[src/npo_pkg.sv]
package npo_pkg;

    localparam int ValueBitsDef = 32;
    localparam int FracBits     = 24;
    localparam int RootSteps    = 36;
    localparam int DivSteps     = 37;

    // update modes
    localparam logic [1:0] MODE_SGD  = 2'd0;
    localparam logic [1:0] MODE_MOM  = 2'd1;
    localparam logic [1:0] MODE_ADAM = 2'd2;

    // register indexes
    localparam logic [2:0] REG_MODE  = 3'd0;
    localparam logic [2:0] REG_LR    = 3'd1;
    localparam logic [2:0] REG_BETA1 = 3'd2;
    localparam logic [2:0] REG_BETA2 = 3'd3;
    localparam logic [2:0] REG_DECAY = 3'd4;
    localparam logic [2:0] REG_EPS   = 3'd5;
    localparam logic [2:0] REG_INV1  = 3'd6;
    localparam logic [2:0] REG_INV2  = 3'd7;

    typedef struct packed {
        logic signed [31:0] param_value;
        logic signed [31:0] grad_value;
        logic signed [31:0] velocity_in;
        logic        [30:0] second_moment_in;
        logic               is_bias;
    } t_in;

    typedef struct packed {
        logic signed [31:0] param_new;
        logic signed [31:0] velocity_out;
        logic        [30:0] second_moment_out;
    } t_out;

    typedef struct packed {
        logic [1:0]  mode;
        logic [24:0] lr;
        logic [24:0] b1;
        logic [24:0] b2;
        logic [24:0] lam;
        logic [24:0] eps;
        logic [39:0] inv1;
        logic [39:0] inv2;
    } t_cfg;

    // per-item values that ride along the cell chains
    typedef struct packed {
        logic signed [31:0] w;
        logic signed [31:0] g;
        logic signed [34:0] decay;
        logic signed [31:0] vnew;
        logic        [30:0] snew;
        logic               vc_neg;
        logic        [48:0] vc_mag;
    } t_carry;

    typedef struct packed {
        logic [47:0] x;
        logic [37:0] rem;
        logic [35:0] root;
    } t_root_st;

    typedef struct packed {
        logic [36:0] den;
        logic [36:0] rem;
        logic [36:0] quo;
        logic        ovf;
        logic        zero;
    } t_div_st;

endpackage

[src/npo_root_cell.sv]
module npo_root_cell import npo_pkg::*; #(
    parameter int K = 0
) (
    input  logic     i_clk,
    input  logic     i_rst_n,
    input  logic     i_en,
    input  logic     i_valid,
    input  t_carry   i_carry,
    input  t_root_st i_st,
    output logic     o_valid,
    output t_carry   o_carry,
    output t_root_st o_st
);

    logic [1:0]  pair;
    logic [39:0] rem2, trial;
    logic        ge;
    t_root_st    n_st, r_st;
    t_carry      r_carry;
    logic        r_valid;

    // next bit pair of the radicand, zeros below the binary point
    generate
        if (2 * K >= FracBits) begin : g_pair
            assign pair = i_st.x[2 * K - FracBits +: 2];
        end else begin : g_zero
            assign pair = 2'b00;
        end
    endgenerate

    // one restoring square root step
    assign rem2  = {i_st.rem, pair};
    assign trial = {2'b00, i_st.root, 2'b01};
    assign ge    = rem2 >= trial;

    always_comb begin
        n_st      = i_st;
        n_st.rem  = ge ? 38'(rem2 - trial) : rem2[37:0];
        n_st.root = {i_st.root[34:0], ge};
    end

    always_ff @(posedge i_clk) begin
        if (!i_rst_n) begin
            r_valid <= 1'b0;
        end else if (i_en) begin
            r_valid <= i_valid;
        end
    end

    always_ff @(posedge i_clk) begin
        if (i_en) begin
            r_st    <= n_st;
            r_carry <= i_carry;
        end
    end

    assign o_valid = r_valid;
    assign o_carry = r_carry;
    assign o_st    = r_st;

endmodule

[config.mk]
export PLATFORM = sky130hd
export DESIGN_NAME = npo_root_cell
export DESIGN_NICKNAME = d
export VERILOG_FILES = /design/src/npo_pkg.sv /design/src/npo_root_cell.sv
export SDC_FILE = /design/constraint.sdc
export NUM_CORES = 1
export LEC_CHECK = 0
export BUFFER_PORTS_ARGS = -buffer_cell sky130_fd_sc_hd__buf_2
export CORE_AREA = 8 8 257 259
export DETAILED_ROUTE_END_ITERATION = 7
export DIE_AREA = 0 0 265 267
export PLACE_DENSITY = 0.41
export SLEW_MARGIN = 20
export SYNTH_ARGS = -nofsm -noshare
export SYNTH_HDL_FRONTEND = slang
export SYNTH_SLANG_ARGS = --single-unit
[constraint.sdc]
create_clock -name i_clk -period 4 [get_ports i_clk]
set_input_delay 0.4 -clock i_clk [delete_from_list [all_inputs] [get_ports i_clk]]
set_output_delay 0.4 -clock i_clk [all_outputs]
set_load 0.1 [all_outputs]
==> results_dict.tcl <==
set metrics [dict create \
    final.setup.tns_ns 0 \
    die_area_sq_um 70800 \
    startpoint_type "primary input" \
    maxSlewHeadroom_pct 41.4 \
    clk_pin_slew_ns 0.06 \
    drive_above_1_share_pct 48.4 \
    area_growth_pct 61.7 \
    clkLatencyLatePin_ns 0.55 \
    run_status "complete, no violations" \
    ios 673 \
    rsz0062_at_grt "no" \
    h-tree-depth 2 \
    vdd_drop_max_uv 369 \
    crit_path_frequent_cell "a21oi_4" \
    ys_warn_count 0 \
    grt_usage_pct 14.4 \
    crit_slowest_cell "dlygate4sd3_1" \
    hp-class "in2reg" \
    synth_ff_type "edfxtp_1" \
    async_flop_share_pct 0 \
    fmax_mhz 283 \
    vias 9737 \
    syn_nets 1053 \
    overflow 0 \
    fin_crit_sh_pct 88.2 \
    ant_nets 0 \
    tightestPinTransition_ns 0.878 \
    cts-resized-gates 0 \
    die_x_microns 265 \
    powerDensity_nw_per_um2 552 \
    ys_seq_area_share_pct 78.3 \
    crit_type "in2reg" \
    finalCriticalPeriod_ns 3.53 \
    crit_required_ns 4.30 \
    design_area_sq_um 20700 \
    wl_microns 54100 \
    placementRows 92 \
    core-area_sq_um 62200 \
    finalHoldViolations 0 \
    arrival_ns 3.83 \
    first_iter_violations 479 \
    netlist_area_sq_um 12800 \
    yosys-top-cells-area "edfxtp_1 (78%), ha_1 (3.5%), mux2_4 (3.4%), xnor2_1 (1.5%), a21oi_1 (1.4%)" \
    seq_area_sq_um 10000 \
    worst-path-max-fanout 17 \
    nets 1989 \
    cts_buffers 39 \
    place.detailed.hpwl_microns 43700 \
    clock-root-buffer "clkbuf_16" \
    drc 0 \
    cts_tree "done" \
    setup_viol 0 \
    cts.sinks 334 \
    drv_slew 0 \
    grt_antenna_before_repair 15 \
    start_util_pct 20.6 \
    synth_edf_count 333 \
    synthCells 678 \
    routedWlPerCell_microns 22.1 \
    first_pass_iters 5 \
    grt_first_pass_wirelength_microns 75000 \
    fill_cells 6190 \
    gp_congestion 0.897 \
    synth_cell_types 64 \
    grt_max_degree 99 \
    chipHeight_microns 267 \
    endpoint_kind "flop" \
    synth_top_area_share_pct 78.2 \
    cts_max_path_buffers 3 \
    fin_ws_ns 0.470 \
    p_leak_nw 8.92 \
    synth_seq_cells 334 \
    portBuffers 672 \
    yosys.area.top_type "edfxtp_1" \
    crit_chain "dlygate4sd3_1 -> buf_2 -> inv_1 -> ha_1 -> a21oi_2 -> o221a_4 -> or3b_4 -> a31oi_4 -> a21oi_4 -> o21ai_4 -> a21oi_4 -> inv_6 -> buf_12 -> mux2_4" \
    pre_cts_slack_ns 0.283 \
    grt_pass1_vias 10500 \
    placed_area_sq_um 17100 \
    finalClockSkew_ns 0 \
    syn_avg_cell_area_sq_um 18.9 \
    multi_input_area_sq_um 2440 \
    cp_slowest_stage_delay_ns 0.53 \
    via_per_inst 3.97 \
    max_cap_viol_count 0 \
]
[logic make-up after synthesis]
kind of cell | Yosys count | synth area share [%]
AND/OR/NAND/NOR | 66 | 2.80
buffers and inverters | 58 | 2.60
multiplexers | 36 | 4.01
adder cells (fa/ha/maj) | 37 | 3.68
AO/OA/AOI/OAI | 116 | 6.45
flip-flops | 334 | 78.3
XOR/XNOR | 31 | 2.12
[layer usage]
| layer | GRT usage, % | vias up | share of wire (%) |
|---|---|---|---|
| li1 | - | 4517 | - |
| met1 | 14.9 | 4702 | 36 |
| met2 | 26.1 | 419 | 52 |
| met3 | 5.45 | 89 | 8.6 |
| met4 | 6.11 | 10 | 3.7 |
| met5 | 0 | - | 0.13 |
[critical path: cells and delay by family]
| family | cells | cell delay [ns] |
|---|---|---|
| multiplexers | 1 | 0.30 |
| buffers and inverters | 5 | 1.13 |
| adder cells (fa/ha/maj) | 1 | 0.38 |
| AO/OA/AOI/OAI | 6 | 1.16 |
| AND/OR/NAND/NOR | 1 | 0.43 |
[synthesized netlist by cell type (10+ instances only)]
library cell and number:
a31oi_1 10, inv_1 45, a21o_1 17, ha_1 36
xnor2_1 22, o21ai_0 17, a21oi_1 35, edfxtp_1 333
mux2_4 29, nor2_1 10, nand2_1 16
[registers in the layout, summed over array words and instances, names as in the netlist]
signal and cells:
o_carry 212, o_valid 1, o_st 121
[placed cells by master, fill, tap and decap left out, types with 3 or more instances in the layout]
master and instances:
ha_1 36, mux2_4 29, clkinv_1 7, buf_12 5, mux2_2 6, o21bai_1 3, clkinv_2 4, o21ai_0 17
dlygate4sd3_1 226, a21oi_4 3, xor2_1 9, nand3_1 9, clkbuf_1 8, xnor2_1 22, inv_1 45, a21o_1 17
a311oi_1 3, buf_2 671, o211ai_1 4, diode_2 10, a31oi_1 10, nor2_1 10, edfxtp_1 333, a21oi_1 35
clkbuf_16 39, buf_4 4, nor3_1 4, nor2b_1 3, and3_1 4, bufinv_16 4, nand2_1 16, and3_2 4
[repair_timing]
item / in CTS / in global routing
buffers inserted: 0 / 0
hold buffers: 226 / 0
endpoints found under the hold margin: 226 / 0
[path summary, 6_finish.rpt]
check / from / to / slack (ns) / cells past startpoint
worst max-delay path: i_st[2] / o_st[47]$_DFFE_PP_ / 0.47 / 14
worst min-delay path: i_carry[168] / o_carry[168]$_DFFE_PP_ / 0.04 / 1
worst max register to register: o_valid$_SDFFE_PN0P_ / o_valid$_SDFFE_PN0P_ / 3.39 / 2
worst min register to register: o_valid$_SDFFE_PN0P_ / o_valid$_SDFFE_PN0P_ / 0.55 / 2
[through the flow]
stage,power (W),hold WS (ns),std cells,util [%]
final,0.0114,0.0436,2451,33.3
after global routing,0.0118,0.00356,2446,33.3
after CTS,0.0116,0.00000511,2441,33.2
after detailed placement,0.00778,0.533,2146,27.6
after global placement,0.00777,0.507,2146,27.6
after floorplan,0.00704,0.499,678,-
[power breakdown]
| group | switching, W | internal, W | total [W] |
|---|---|---|---|
| logic | 0.00286 | 0.000722 | 0.00358 |
| clock network | 0.00146 | 0.00207 | 0.00354 |
| registers | 0.0000767 | 0.00421 | 0.00429 |
[cell type report]
type / count / area share (%)
flip-flops and latches: 334 / 48.4
multi-input cells: 286 / 11.8
repair buffers: 907 / 27.9
inverters: 46 / 0.859
clock inverters: 22 / 1.22
clock buffers: 47 / 4.86
diodes: 10 / 0.121
well taps: 799 / 4.83
Power figures use the tool's default switching activity.
