**src/npo_pkg.sv**
```systemverilog
package npo_pkg;

    localparam int ValueBitsDef = 32;
    localparam int FracBits     = 24;
    localparam int RootSteps    = 36;
    localparam int DivSteps     = 37;

    // update modes
    localparam logic [1:0] MODE_SGD  = 2'd0;
    localparam logic [1:0] MODE_MOM  = 2'd1;
    localparam logic [1:0] MODE_ADAM = 2'd2;

    // register indexes
    localparam logic [2:0] REG_MODE  = 3'd0;
    localparam logic [2:0] REG_LR    = 3'd1;
    localparam logic [2:0] REG_BETA1 = 3'd2;
    localparam logic [2:0] REG_BETA2 = 3'd3;
    localparam logic [2:0] REG_DECAY = 3'd4;
    localparam logic [2:0] REG_EPS   = 3'd5;
    localparam logic [2:0] REG_INV1  = 3'd6;
    localparam logic [2:0] REG_INV2  = 3'd7;

    typedef struct packed {
        logic signed [31:0] param_value;
        logic signed [31:0] grad_value;
        logic signed [31:0] velocity_in;
        logic        [30:0] second_moment_in;
        logic               is_bias;
    } t_in;

    typedef struct packed {
        logic signed [31:0] param_new;
        logic signed [31:0] velocity_out;
        logic        [30:0] second_moment_out;
    } t_out;

    typedef struct packed {
        logic [1:0]  mode;
        logic [24:0] lr;
        logic [24:0] b1;
        logic [24:0] b2;
        logic [24:0] lam;
        logic [24:0] eps;
        logic [39:0] inv1;
        logic [39:0] inv2;
    } t_cfg;

    // per-item values that ride along the cell chains
    typedef struct packed {
        logic signed [31:0] w;
        logic signed [31:0] g;
        logic signed [34:0] decay;
        logic signed [31:0] vnew;
        logic        [30:0] snew;
        logic               vc_neg;
        logic        [48:0] vc_mag;
    } t_carry;

    typedef struct packed {
        logic [47:0] x;
        logic [37:0] rem;
        logic [35:0] root;
    } t_root_st;

    typedef struct packed {
        logic [36:0] den;
        logic [36:0] rem;
        logic [36:0] quo;
        logic        ovf;
        logic        zero;
    } t_div_st;

endpackage

```
**src/npo_div_cell.sv**
```systemverilog
module npo_div_cell import npo_pkg::*; #(
    parameter int K = 0
) (
    input  logic    i_clk,
    input  logic    i_rst_n,
    input  logic    i_en,
    input  logic    i_valid,
    input  t_carry  i_carry,
    input  t_div_st i_st,
    output logic    o_valid,
    output t_carry  o_carry,
    output t_div_st o_st
);

    logic        nbit;
    logic [37:0] rem2, den;
    logic        ge;
    t_div_st     n_st, r_st;
    t_carry      r_carry;
    logic        r_valid;

    // dividend bit: magnitude shifted up by the fraction width
    generate
        if (K >= FracBits) begin : g_bit
            assign nbit = i_carry.vc_mag[K - FracBits];
        end else begin : g_zero
            assign nbit = 1'b0;
        end
    endgenerate

    // one restoring division step
    assign rem2 = {i_st.rem, nbit};
    assign den  = {1'b0, i_st.den};
    assign ge   = rem2 >= den;

    always_comb begin
        n_st     = i_st;
        n_st.rem = ge ? 37'(rem2 - den) : rem2[36:0];
        n_st.quo = {i_st.quo[35:0], ge};
    end

    always_ff @(posedge i_clk) begin
        if (!i_rst_n) begin
            r_valid <= 1'b0;
        end else if (i_en) begin
            r_valid <= i_valid;
        end
    end

    always_ff @(posedge i_clk) begin
        if (i_en) begin
            r_st    <= n_st;
            r_carry <= i_carry;
        end
    end

    assign o_valid = r_valid;
    assign o_carry = r_carry;
    assign o_st    = r_st;

endmodule
```
**config.mk**
```make
export PLATFORM = sky130hd
export DESIGN_NAME = npo_div_cell
export DESIGN_NICKNAME = d
export VERILOG_FILES = /design/src/npo_pkg.sv /design/src/npo_div_cell.sv
export SDC_FILE = /design/constraint.sdc
export NUM_CORES = 1
export LEC_CHECK = 0
export ABC_AREA = 1
export BUFFER_PORTS_ARGS = -buffer_cell sky130_fd_sc_hd__buf_2
export CAP_MARGIN = 20
export CORE_AREA = 2 2 254 256
export DETAILED_ROUTE_END_ITERATION = 12
export DIE_AREA = 0 0 256 258
export GPL_TIMING_DRIVEN = 1
export SETUP_SLACK_MARGIN = 0.3
export SYNTH_ARGS = -nofsm -noshare
export SYNTH_HDL_FRONTEND = slang
export SYNTH_SLANG_ARGS = --single-unit
export TNS_END_PERCENT = 100
```
**constraint.sdc**
```tcl
create_clock -name i_clk -period 2.3 [get_ports i_clk]
set_input_delay 0.115 -clock i_clk [delete_from_list [all_inputs] [get_ports i_clk]]
set_output_delay 0.115 -clock i_clk [all_outputs]
set_load 0.05 [all_outputs]
```
==> metrics.txt, run 1 <==
Slew Limit Fails 0; HPWL after DPL 54,700 um; Placed Cells 2,622; Final Hold Fails 0; Root Buffer clkbuf_16; Synth Area per Inst 12.6 um^2; vias in the first global route 13,300; CTS tree built; leading area contributor after synthesis edfxtp_1; die height 258 um; Routed WL 70,000 um; global route total overflow 0; vias after detailed routing 12,600; XOR/XNOR Fraction of Synth Area 0.0124; Pwr Density 803 nW/um^2; Worst Setup SP i_st[72]; Sequential Power Share 0.397; Worst Clk Skew 0 ns; Critical Path AT 2.28 ns; RR Startpoint o_valid; switching part of the total power 0.338; crit path kind in -> reg; most common cell in the synthesized netlist edfxtp_1; largest net degree at the start of global routing 64; Layout fillers 6,293; Req. time, crit path 2.64 ns; first-pass GRT wire length 97,000 um; RSZ-0062 raised after global routing true; initial antenna violation count 25; fin cells 3,034; most frequent cells after synthesis edfxtp_1, nand2_1, inv_1, nand3_1, nor2_1; Max-cap violations 0; largest family of logic cells by synthesized area simple AND/OR/NAND/NOR gates; Starting DRT DRC Count 919; layout cells sized above 1 0.387; Max IR drop VDD 0.518 mV; die area 66,000 um^2; Setup crit start kind input pin; Seq cells post-synth 326; post-synthesis cell type count 30; mux cell area share after synthesis 0; Hold Crit Depth 2; DRT antenna net count 0; # DRC 0; asr flop ratio synth 0; f_max 0.515 GHz; period utilization 0.843; Synth Flop Type edfxtp_1; top cells by area, synth edfxtp_1, nand2_1, inv_1; reg2reg path depth 3; synthesized instance count 1,060; hold_ws 0.00261 ns; Seq/Total Area, Yosys 0.730; GP Congestion 0.943; status finished clean; syn_nets 1,427; Pleak 10.5 nW; Netlist Area Pre-Place 13,400 um^2; initial core utilization 0.210; Pre-Repair DR Iteration Count 5; # port buffers 653; core region area 63,600 um^2; Post-synth EDFFs 325; via-per-instance ratio 4.16; simple-gate share of the synthesized area 0.153; Critical Path Sink Type register; Pwr Total 18.4 mW; H-tree depth 2; TritonCTS Buffers 40; Final Setup Violations 0; final net count 2,504; clk buf depth 3; Reg area 9780 um^2; Cell Int Power 12.2 mW; Area Growth Syn to Fin 71.5%; Comb pwr share 0.252; clock sink total 326; post-synthesis compound-gate area fraction 0.0178; worst hold start i_st[94]; post-synth top area share 0.729; worst-margin pin slew 0.507 ns; Slew HR 0.662; power share of the clock group 0.351; clk slew on worst S/H paths 0.06 ns; clk_lat worst skew 0.56 ns; DR WL/cell 23.1 um; IO Count 655; Worst Hold Class in -> reg; # rows 93; die width 256 um; Yosys warnings 0; area of the multi-input gates 3010 um^2; crit-path max FO 6; switching pwr 6.24 mW; Post-Synth Adder-Cell Area 0.0361; GRT Util Overall 0.205; min cycle time layout 1.94 ns
==> state kept, by name (all words and copies together), names as in the netlist <==
name	flops
o_carry	212
o_st	113
o_valid	1
==> path summary, 6_finish.rpt <==
kind	to	slack [ns]
setup / recovery	o_st[62]	0.36
hold / removal	o_st[94]	0.003
setup reg to reg	o_valid	1.08
hold reg to reg	o_valid	1.13
==> placed cells by master, fill, tap and decap left out, types with 4 or more instances in the layout <==
cell type / synthesis / routed
ha_1: 37 / 36
nand3b_1: 9 / 9
edfxtp_1: 325 / 325
clkbuf_1: 0 / 5
clkinv_1: 1 / 6
clkinvlp_4: 0 / 4
buf_12: 1 / 9
a21oi_2: 2 / 4
xor2_1: 18 / 18
nor3_2: 2 / 4
buf_4: 0 / 57
nand2_1: 287 / 283
diode_2: 0 / 11
o21bai_1: 6 / 6
bufinv_16: 0 / 4
nand3_1: 70 / 70
nand2_2: 10 / 14
nand4_1: 4 / 4
clkbuf_16: 0 / 41
nor3_1: 6 / 4
nand3_2: 11 / 11
inv_2: 5 / 4
clkinv_2: 0 / 7
nor2_1: 64 / 57
a21oi_1: 26 / 24
o21ai_0: 6 / 6
inv_1: 146 / 146
nor2_2: 7 / 12
dlygate4sd3_1: 0 / 325
buf_2: 5 / 652
==> power by group through the flow <==
stage | clock network [mW] | logic (mW) | registers, mW
2_1_floorplan | 0 | 0.736 | 9.23
3_3_place_gp | 0 | 4.13 | 7.43
3_5_place_dp | 0 | 4.14 | 7.43
4_1_cts | 6.67 | 4.63 | 7.33
5_1_grt | 6.86 | 4.88 | 7.38
6_report | 6.47 | 4.65 | 7.33
==> what timing repair did <==
item,CTS,global route
gates resized for setup,0,20
setup buffers,0,2
hold buffers,325,0
hold endpoints to repair,361,0
endpoints found under the setup margin,0,33
==> per-layer routing <==
layer  wire, um  share of wire  GRT usage
met5         48        0.00069          0
met4       3840          0.055      0.104
met3       5560          0.079     0.0680
met2      33000           0.47      0.343
met1      27600           0.39      0.236
==> critical path, cell delays in order <==
cell and delay (ns):
dlygate4sd3_1 0.55, buf_2 0.14, ha_1 0.33, nand2_2 0.10, nor2_2 0.05, nand2_1 0.10, inv_1 0.08, a21oi_2 0.14
nand4_1 0.14, buf_6 0.17, buf_12 0.13, buf_4 0.13, nand3_2 0.05, nand2_1 0.05
==> layout make-up <==
| type | count | area share |
|---|---|---|
| sequential | 326 | 0.426 |
| timing repair buffer | 1046 | 0.312 |
| multi-input combinational | 571 | 0.131 |
| tap | 855 | 0.0466 |
| clock buffer | 45 | 0.0444 |
| inverter | 152 | 0.0250 |
| clock inverter | 28 | 0.0137 |
| antenna | 11 | 0.00120 |
==> cells by family (layout without fill, tap and decap cells) <==
logic type | count (synthesis) | in the layout
XOR/XNOR | 19 | 19
flip-flops | 326 | 326
AO/OA/AOI/OAI | 42 | 42
adder cells (fa/ha/maj) | 38 | 38
buffers and inverters | 163 | 1271
other | 0 | 11
AND/OR/NAND/NOR | 472 | 472
==> through the flow <==
| step | TNS [ns] | util | setup slack (ns) | area (um^2) |
|---|---|---|---|---|
| floorplan | 0 | - | 0.440 | 13400 |
| global placement | -0.0312 | 0.287 | -0.0312 | 18200 |
| detailed placement | -0.0658 | 0.287 | -0.0455 | 18200 |
| CTS | 0 | 0.359 | 0.313 | 22800 |
| global route | 0 | 0.360 | 0.252 | 22900 |
| finish | 0 | 0.361 | 0.360 | 23000 |
Power figures use the tool's default switching activity.
==> inputs of run 2 (changes only) <==
--- a/config.mk
+++ b/config.mk
@@ -8,9 +8,9 @@
 export ABC_AREA = 1
 export BUFFER_PORTS_ARGS = -buffer_cell sky130_fd_sc_hd__buf_2
 export CAP_MARGIN = 20
-export CORE_AREA = 2 2 254 256
+export CORE_AREA = 2 2 258 260
 export DETAILED_ROUTE_END_ITERATION = 12
-export DIE_AREA = 0 0 256 258
+export DIE_AREA = 0 0 260 262
 export GPL_TIMING_DRIVEN = 1
 export SETUP_SLACK_MARGIN = 0.3
 export SYNTH_ARGS = -nofsm -noshare
==> constraint.sdc (replaced) <==
create_clock -name i_clk -period 1.7 [get_ports i_clk]
set_input_delay 0.085 -clock i_clk [delete_from_list [all_inputs] [get_ports i_clk]]
set_output_delay 0.085 -clock i_clk [all_outputs]
set_load 0.05 [all_outputs]
==> run 2 against run 1 <==
Net effect: die area rose by 3.1%; non-clock buffer count is 132 higher; sequential cell count unchanged; utilization up 2.5 points; clock skew unchanged; global-route usage is 0.054 points lower; via count grew 3.6%; setup slack got worse by 0.10 ns.
==> metrics.txt, run 2 (synthesis results as in run 1) <==
Slowest cell on crit path ha_4; worst hold start i_st[62]; vias after detailed routing 13,100; # rows 94; switching part of the total power 0.333; final net count 2,636; final worst slack 0.260 ns; # port buffers 653; largest net degree at the start of global routing 57; pre-CTS setup slack -0.423 ns; die width 260 um; core region area 65,300 um^2; most common cell after layout, fill and taps aside buf_2; initial core utilization 0.205; die area 68,100 um^2; clk slew on worst S/H paths 0.07 ns; # DRC 0; reg2reg path depth 3; Comb pwr share 0.276; crit-path max FO 5; most frequent cells in the layout buf_2, dlygate4sd3_1, edfxtp_1; f_max 0.694 GHz; power share of the clock group 0.343; DR WL/cell 23.2 um; worst-margin pin slew 0.440 ns; critical-path cell list buf_2, ha_4, nand2_4, inv_2, nand2_2, nand2_2, a21oi_4, nand2_1, nand2_1, nand4_1, buf_6, clkbuf_16, nand3_2, nand2_1; die height 262 um; R2R setup slack 0.45 ns; fin cells 3,173; top cell family by delay on the critical path simple AND/OR/NAND/NOR gates; critical path depth 14; Req. time, crit path 2.01 ns; hold_ws 0.0793 ns; Pre-Repair DR Iteration Count 7; CTS tree built; Worst path most repeated cell nand2_1; GP Congestion 0.912; Slew HR 0.708; Hold Crit Depth 4; GRT Util Overall 0.205; Max-cap violations 0; HPWL after DPL 56,600 um; worst r2r dst o_valid; Final Hold Fails 0; switching pwr 8.67 mW; clk_lat worst skew 0.55 ns; Slew Limit Fails 0; RSZ-0062 raised after global routing true; period utilization 0.847; status finished clean; Largest register FFs 212; Critical Path Sink Type register; crit path kind in -> reg; min cycle time layout 1.44 ns; via-per-instance ratio 4.12; Worst Clk Skew 0 ns; GR Util met1 0.235; Pwr Density 1030 nW/um^2; Final Setup Violations 0; clk buf depth 3; Cell Int Power 17.4 mW; layout cells sized above 1 0.502; Root Buffer clkbuf_16; Max IR drop VDD 0.747 mV; Setup crit start kind input pin; Pleak 11.3 nW; Sequential Power Share 0.381; RR Startpoint o_valid; Routed WL 73,700 um; met3 Use GR 0.0598; H-tree depth 2; initial antenna violation count 16; hold endpoint o_st[63]; Worst Hold Class in -> reg; Critical Path AT 1.75 ns; met2 usage 0.352; vias in the first global route 13,600; IO Count 655; clock sink total 326; TritonCTS Buffers 40; Starting DRT DRC Count 1,036; Placed Cells 2,727; global route total overflow 0; Most Crowded Layer GR met2; first-pass GRT wire length 98,200 um; Area Growth Syn to Fin 88.1%; DRT antenna net count 0; Bufs and invs on worst path 4; CP max stage delay 0.27 ns
==> run 2: cell types whose count changed in the layout (fill, tap and decap cells not counted), sizes merged <==
cell	change
buf	+130
clkbuf	+6
clkinvlp	-3
diode	-3
bufinv	+1
clkinv	-1
==> run 2: worst min-delay path: cells and delay by family <==
kind          cells  cell delay (ns)
buf+inv           2             0.23
simple gates      2             0.21
==> run 2: through the flow <==
step	area, um^2	util	power, mW	TNS [ns]
finish	25200	0.386	26.0	0
global route	25200	0.386	27.0	0
CTS	24400	0.375	26.0	0
detailed placement	19500	0.299	16.2	-12.29
global placement	19500	0.299	16.2	-12.11
floorplan	14000	-	13.6	0
==> run 2: timing repair <==
item	CTS	global route
setup buffers	16	20
endpoints found under the hold margin	344	0
hold buffers	325	0
cloned	2	1
resized for setup	74	164
endpoints found under the setup margin	39	43
pin swaps	16	73
==> run 2: worst max path at each step <==
stage | to | start
4_1_cts | o_st[72] | i_st[77]
5_1_grt | o_st[62] | i_st[86]
3_3_place_gp | o_st[64] | i_st[95]
2_1_floorplan | o_st[72] | i_st[77]
6_report | o_st[74] | i_st[54]
3_5_place_dp | o_st[74] | i_st[89]
==> run 2: area by class of cell <==
| cell class | count | area [um^2] |
|---|---|---|
| fill | 6343 | 40100 |
| sequential | 326 | 9780 |
| timing repair buffer | 1178 | 8380 |
| multi-input combinational | 571 | 3960 |
| tap | 864 | 1080 |
| clock buffer | 49 | 1080 |
| inverter | 152 | 603 |
| clock inverter | 25 | 282 |
| antenna | 8 | 20.0 |
==> run 2: power by group through the flow <==
stage / sequential, mW / clock, mW / combinational, mW
after floorplan: 12.5 / 0 / 1.16
after global placement: 10.1 / 0 / 6.09
after detailed placement: 10.0 / 0 / 6.11
after CTS: 9.91 / 9.20 / 6.91
after global routing: 9.97 / 9.44 / 7.55
final: 9.91 / 8.94 / 7.20
==> run 2: routing by layer <==
| layer | part of all wire | wire [um] |
|---|---|---|
| met1 | 0.38 | 27900 |
| met5 | 0.0013 | 93 |
| met2 | 0.49 | 35900 |
| met3 | 0.083 | 6110 |
| met4 | 0.050 | 3700 |
